===== src/rtl/xor_kbucket_routing_table_defines.svh =====
// Assertion helpers shared by the routing table modules.
`ifndef XOR_KBUCKET_ROUTING_TABLE_DEFINES_SVH
`define XOR_KBUCKET_ROUTING_TABLE_DEFINES_SVH

// Same-cycle implication, checked outside reset.
`define RTBL_ASSERT_SAME(lbl, ante, cons) \
    lbl: assert property (@(posedge i_clk) disable iff (!i_rst_n) (ante) |-> (cons)) \
        else $error("routing table check failed");

// Next-cycle implication, checked outside reset.
`define RTBL_ASSERT_NEXT(lbl, ante, cons) \
    lbl: assert property (@(posedge i_clk) disable iff (!i_rst_n) (ante) |=> (cons)) \
        else $error("routing table check failed");

`endif


===== src/rtl/rtbl_pkg.sv =====
package rtbl_pkg;

    // Table geometry.
    localparam int KEY_BITS    = 64;
    localparam int BUCKET_WAYS = 8;
    localparam int MAX_CLOSEST = 16;
    localparam int DATA_BITS   = 48;

    localparam int SLOTS   = KEY_BITS * BUCKET_WAYS;
    localparam int SLOT_AW = $clog2(SLOTS);
    localparam int BKT_W   = $clog2(KEY_BITS);
    localparam int CAP     = (MAX_CLOSEST < 16) ? MAX_CLOSEST : 16;
    localparam int CAP_AW  = (CAP > 1) ? $clog2(CAP) : 1;
    localparam int FILL_W  = $clog2(CAP + 1);
    localparam int D_W     = (DATA_BITS < 48) ? DATA_BITS : 48;

    // Operation codes.
    localparam logic [2:0] OP_INSERT = 3'd0;
    localparam logic [2:0] OP_REMOVE = 3'd1;
    localparam logic [2:0] OP_LOOKUP = 3'd2;
    localparam logic [2:0] OP_TOUCH  = 3'd3;
    localparam logic [2:0] OP_FIND   = 3'd4;

    // Result status codes.
    localparam logic [1:0] ST_DONE    = 2'd0;
    localparam logic [1:0] ST_UPDATED = 2'd1;
    localparam logic [1:0] ST_FAIL    = 2'd2;

    typedef struct packed {
        logic [2:0]  op;
        logic [63:0] key;
        logic [47:0] peer_data;
        logic [63:0] seen_time;
        logic [63:0] now;
        logic [4:0]  want;
    } t_in;

    typedef struct packed {
        logic [1:0]  status;
        logic [63:0] out_key;
        logic [47:0] out_data;
        logic [63:0] out_seen;
        logic [4:0]  found_count;
        logic        last;
    } t_out;

    typedef struct packed {
        logic                act;
        logic [KEY_BITS-1:0] key;
        logic [D_W-1:0]      data;
        logic [63:0]         seen;
    } t_slot;

    // Commands from the controller to the datapath.
    typedef struct packed {
        logic cap;
        logic scan_init;
        logic res_fail;
        logic cnt_clr;
        logic cnt_inc;
        logic clr_wr;
        logic rd_bkt;
        logic rd_all;
        logic commit;
        logic out_res;
        logic out_emit;
    } t_cmd;

    // Status from the datapath to the controller.
    typedef struct packed {
        logic op_find;
        logic op_bad;
        logic key_self;
        logic end_ways;
        logic end_slots;
        logic emit_last;
    } t_stat;

endpackage


===== src/rtl/rtbl_ctrl.sv =====
`include "xor_kbucket_routing_table_defines.svh"

module rtbl_ctrl (
    input  logic           i_clk,
    input  logic           i_rst_n,
    input  logic           i_in_valid,
    output logic           o_in_ready,
    input  logic           i_out_ready,
    output logic           o_out_valid,
    input  rtbl_pkg::t_stat i_stat,
    output rtbl_pkg::t_cmd  o_cmd
);

    typedef enum logic [9:0] {
        S_CLEAR  = 10'b0000000001,
        S_IDLE   = 10'b0000000010,
        S_CLZ    = 10'b0000000100,
        S_SCAN   = 10'b0000001000,
        S_DRAIN  = 10'b0000010000,
        S_COMMIT = 10'b0000100000,
        S_RESP   = 10'b0001000000,
        S_FIND   = 10'b0010000000,
        S_FDRAIN = 10'b0100000000,
        S_EMIT   = 10'b1000000000
    } t_state;

    t_state r_state, n_state;
    logic   r_out_vld, n_out_vld;
    logic   out_free;
    rtbl_pkg::t_cmd cmd;

    assign out_free    = !r_out_vld || i_out_ready;
    assign o_in_ready  = (r_state == S_IDLE);
    assign o_out_valid = r_out_vld;
    assign o_cmd       = cmd;

    // Next state and commands.
    always_comb begin
        cmd     = '0;
        n_state = r_state;
        unique case (r_state)
            S_CLEAR: begin
                cmd.clr_wr  = 1'b1;
                cmd.cnt_inc = 1'b1;
                if (i_stat.end_slots) begin
                    cmd.cnt_clr = 1'b1;
                    n_state     = S_IDLE;
                end
            end
            S_IDLE: begin
                if (i_in_valid) begin
                    cmd.cap = 1'b1;
                    n_state = S_CLZ;
                end
            end
            S_CLZ: begin
                cmd.scan_init = 1'b1;
                cmd.cnt_clr   = 1'b1;
                if (i_stat.op_find) begin
                    n_state = S_FIND;
                end else if (i_stat.op_bad || i_stat.key_self) begin
                    cmd.res_fail = 1'b1;
                    n_state      = S_RESP;
                end else begin
                    n_state = S_SCAN;
                end
            end
            S_SCAN: begin
                cmd.rd_bkt  = 1'b1;
                cmd.cnt_inc = 1'b1;
                if (i_stat.end_ways) begin
                    cmd.cnt_clr = 1'b1;
                    n_state     = S_DRAIN;
                end
            end
            S_DRAIN: n_state = S_COMMIT;
            S_COMMIT: begin
                cmd.commit = 1'b1;
                n_state    = S_RESP;
            end
            S_RESP: begin
                if (out_free) begin
                    cmd.out_res = 1'b1;
                    n_state     = S_IDLE;
                end
            end
            S_FIND: begin
                cmd.rd_all  = 1'b1;
                cmd.cnt_inc = 1'b1;
                if (i_stat.end_slots) begin
                    cmd.cnt_clr = 1'b1;
                    n_state     = S_FDRAIN;
                end
            end
            S_FDRAIN: n_state = S_EMIT;
            S_EMIT: begin
                if (out_free) begin
                    cmd.out_emit = 1'b1;
                    cmd.cnt_inc  = 1'b1;
                    if (i_stat.emit_last) begin
                        cmd.cnt_clr = 1'b1;
                        n_state     = S_IDLE;
                    end
                end
            end
            default: n_state = S_CLEAR;
        endcase
    end

    // Output register occupancy.
    always_comb begin
        n_out_vld = r_out_vld;
        if (cmd.out_res || cmd.out_emit) begin
            n_out_vld = 1'b1;
        end else if (i_out_ready) begin
            n_out_vld = 1'b0;
        end
    end

    always_ff @(posedge i_clk) begin
        if (!i_rst_n) begin
            r_state   <= S_CLEAR;
            r_out_vld <= 1'b0;
        end else begin
            r_state   <= n_state;
            r_out_vld <= n_out_vld;
        end
    end

    // A result beat is loaded only into a free output register.
    `RTBL_ASSERT_SAME(a_load_free, cmd.out_res || cmd.out_emit, !r_out_vld || i_out_ready)
    // An accepted beat always goes to decode.
    `RTBL_ASSERT_NEXT(a_accept_decode, i_in_valid && o_in_ready, r_state == S_CLZ)
    // The state register always holds exactly one state.
    `RTBL_ASSERT_SAME(a_state_onehot, 1'b1, $onehot(r_state))

endmodule


===== config.mk =====
export PLATFORM = sky130hd
export DESIGN_NAME = rtbl_ctrl
export DESIGN_NICKNAME = d
export VERILOG_FILES = /design/src/rtl/rtbl_pkg.sv /design/src/rtl/rtbl_ctrl.sv
export VERILOG_INCLUDE_DIRS = /design/src /design/src/rtl
export SDC_FILE = /design/constraint.sdc
export NUM_CORES = 1
export LEC_CHECK = 0
export BUFFER_PORTS_ARGS = -buffer_cell sky130_fd_sc_hd__buf_2
export CORE_MARGIN = 2
export CORE_UTILIZATION = 43
export CTS_CLUSTER_DIAMETER = 60
export DETAILED_ROUTE_END_ITERATION = 6
export HOLD_SLACK_MARGIN = 0.03
export PLACE_DENSITY_LB_ADDON = 0.15
export SLEW_MARGIN = 20
export SYNTH_ARGS = -nofsm -noshare
export SYNTH_HDL_FRONTEND = slang
export SYNTH_SLANG_ARGS = --single-unit

===== constraint.sdc =====
create_clock -name i_clk -period 3.3 [get_ports i_clk]
set_input_delay 0.165 -clock i_clk [delete_from_list [all_inputs] [get_ports i_clk]]
set_output_delay 0.165 -clock i_clk [all_outputs]
set_load 0.01 [all_outputs]

==> flow_metrics.env <==
export IMPL_vias_per_cell=5.84
export IMPL_dp_cells=143
export IMPL_die_y_um=48.5
export IMPL_switchingPower_w=0.000226
export IMPL_rsz0062_at_grt="false"
export IMPL_p_leak_nw=0.424
export IMPL_synthCells=98
export IMPL_core_um2=1920
export IMPL_dieArea_um2=2360
export IMPL_fmax_mhz=462
export IMPL_post_route_util_pct=51.6
export IMPL_status="complete, no violations"
export IMPL_startpoint_type="flip-flop"
export IMPL_max_slew_margin_rel_pct=71.8
export IMPL_insertion_delay_ps=270
export IMPL_intPower_w=0.000302
export IMPL_gp_congestion=0.821
export IMPL_synth_nets=108
export IMPL_cts_resized=0
export IMPL_grt_usage_pct=20.7
export IMPL_synth_edff_count=0
export IMPL_arrival_ps=2000
export IMPL_required_ps=3130
export IMPL_cts_path_max_buffers=2
export IMPL_avgSynthCellArea_um2=8.71
export IMPL_clkPwrFrac_pct=17.4
export IMPL_core_rowCount=16
export IMPL_synth_largest_area_cell="dfxtp_1"
export IMPL_switching_share_pct=42.8
export IMPL_clock_skew_ps=5.79
export IMPL_cts_sink_count=11
export IMPL_vias=859
export IMPL_cts_setup_buffers=0
export IMPL_final_common_cell="buf_2"
export IMPL_r2r_slack_ps=1580
export IMPL_rr_startpoint="r_state[7]$_SDFFE_PN0P_"
export IMPL_antenna_cells=0
export IMPL_tightest_slew_ps=422
export IMPL_top_usage_layer="met2"
export IMPL_initial_core_util_pct=44.4
export IMPL_syn_area_um2=853
export IMPL_synthTopCellsByArea="dfxtp_1 (26%), o21ai_0 (4.7%), nor3_4 (3.8%)"
export IMPL_max_stage_delay_ps=420
export IMPL_crit_type="flip-flop to primary output"
export IMPL_peakVddDrop_v=0.000229
export IMPL_io_buffers=22
export IMPL_grt_pass1_wl_um=3770
export IMPL_p_comb_share_pct=50.4
export IMPL_crit_chain="nor3_4 > nand3_1 > nor4b_2 > a221o_1 > buf_2"
export IMPL_htree_levels=1
export IMPL_p_total_w=0.000527
export IMPL_layout_min_cycle_time_ps=2170
export IMPL_power_density_nw_per_um2=532
export IMPL_period_share_pct=65.7
export IMPL_use_met2_pct=32.9
export IMPL_synth_top_area_share_pct=25.8
export IMPL_maxCapViolations=0
export IMPL_grt_pass1_vias=800
export IMPL_hp_class="primary input to flip-flop"
export IMPL_final_cell_mix="buf_2 (22), dfxtp_1 (11), o21ai_0 (8)"
export IMPL_finalHoldViolCount=0
export IMPL_ant_nets=0
export IMPL_cp_end_kind="primary output"
export IMPL_pwr_share_seq_pct=32.2
export IMPL_gr_usage_met3_pct=4.32
export IMPL_path_max_fanout=8
export IMPL_route_detailed_drc=0
export IMPL_min_to="r_state[7]$_SDFFE_PN0P_"
export IMPL_wire_per_inst_um=14.9
export IMPL_first_pass_iters=4
export IMPL_place_area_um2=965
export IMPL_clkTransAtPathRegs_ps=70
export IMPL_reg2reg_to="r_state[5]$_SDFFE_PN0P_"
export IMPL_grtUsageMet1_pct=26.9
export IMPL_min_from="i_stat[5]"
export IMPL_synthDistinctLibCells=39
export IMPL_cp_slowest_cell="nor4b_2"
export IMPL_antenna_found_initial=0
export IMPL_rr_worst_depth=5
export IMPL_slew_violations=0
export IMPL_tritoncts="done"
export IMPL_synth_seq_area_share_pct=25.8
export IMPL_initialDrtViolationCount=30
export IMPL_hold_depth=3
export IMPL_stdcell_area_um2=991
export IMPL_cts_made_buffers=3
export IMPL_syn2layout_area_growth_pct=16.1
export IMPL_synth_seq_cells=11
export IMPL_synthArstFlopShare_pct=0
export IMPL_fin_nets=131
export IMPL_cts_root_buf="clkbuf_4"
export IMPL_drive_gt1_share_pct=30.0
export IMPL_die_w_um=48.5
export IMPL_postCtsHoldBufs=0
export IMPL_grt_ovfl_total=0
export IMPL_final_cells=147
export IMPL_postRouteWirelength_um=2190
export IMPL_num_io_pins=23
export IMPL_setup_violations=0
export IMPL_ys_warn_count=0
export IMPL_yosys_most_used_dff="dfxtp_1"
export IMPL_grt_max_degree=11
export IMPL_final_setup_tns_ps=0
export IMPL_place_hpwl_um=1740
-- worst max-delay path by stage --
stage | start | to | depth (start not counted)
floorplan | r_state[6]$_SDFFE_PN0P_ | o_cmd[7] | 5
global placement | r_state[6]$_SDFFE_PN0P_ | o_cmd[7] | 5
detailed placement | r_state[6]$_SDFFE_PN0P_ | o_cmd[7] | 5
CTS | r_state[6]$_SDFFE_PN0P_ | o_cmd[7] | 5
global route | r_state[6]$_SDFFE_PN0P_ | o_cmd[7] | 5
finish | r_state[6]$_SDFFE_PN0P_ | o_cmd[7] | 5
-- sequential cells by signal, indices dropped and copies added, names as in the netlist --
signal       cells
r_state         10
o_out_valid      1
-- metal layers --
layer	part of all wire (%)	up-vias
li1	-	414
met2	47	31
met5	0	-
met4	2.5	0
met3	6.0	7
met1	45	407
-- area by class of cell --
cell class	instances	area (µm²)
Fill cell	203	931
Multi-Input combinational cell	81	593
Sequential cell	11	220
Timing Repair Buffer	22	110
Tap cell	27	33.8
Clock buffer	4	26.3
Inverter	2	7.51
-- metrics by stage --
| step | setup slack, ps | hold slack [ps] |
|---|---|---|
| final | 1130 | 152 |
| after global routing | 977 | 156 |
| after CTS | 1160 | 146 |
| after detailed placement | 1480 | 443 |
| after global placement | 1440 | 434 |
| after floorplan | 1640 | 287 |
-- logic make-up after synthesis --
group                  Yosys count  share of synthesized area [%]
AND/OR/NAND/NOR                 51                           42.4
AO/OA/AOI/OAI                   27                           24.0
flip-flops                      11                           25.8
buffers and inverters            6                           4.69
XOR/XNOR                         3                           3.08
-- synthesized netlist by cell type (all sizes together), types with 3 or more instances --
| master | n |
|---|---|
| o21ai | 11 |
| nand4 | 4 |
| and2 | 3 |
| nor2 | 8 |
| nor2b | 5 |
| xor2 | 3 |
| nand2 | 4 |
| buf | 4 |
| nor3 | 5 |
| nand2b | 4 |
| and4 | 3 |
| and3 | 5 |
| a21boi | 3 |
| dfxtp | 11 |
| a21oi | 3 |
-- power by group through the flow --
stage | Clock, W | Combinational [W] | Sequential (W)
after floorplan | 0 | 0.000211 | 0.000155
after global routing | 0.000107 | 0.000289 | 0.000173
final | 0.0000920 | 0.000266 | 0.000170
after CTS | 0.0000962 | 0.000264 | 0.000169
after detailed placement | 0 | 0.000263 | 0.000173
after global placement | 0 | 0.000265 | 0.000172
-- worst max-delay path, delay by kind of cell (launching register included) --
family	cells	cell delay, ps
flops	1	410
compound gates	1	210
buf+inv	1	120
simple gates	3	980
Power figures use the tool's default switching activity.
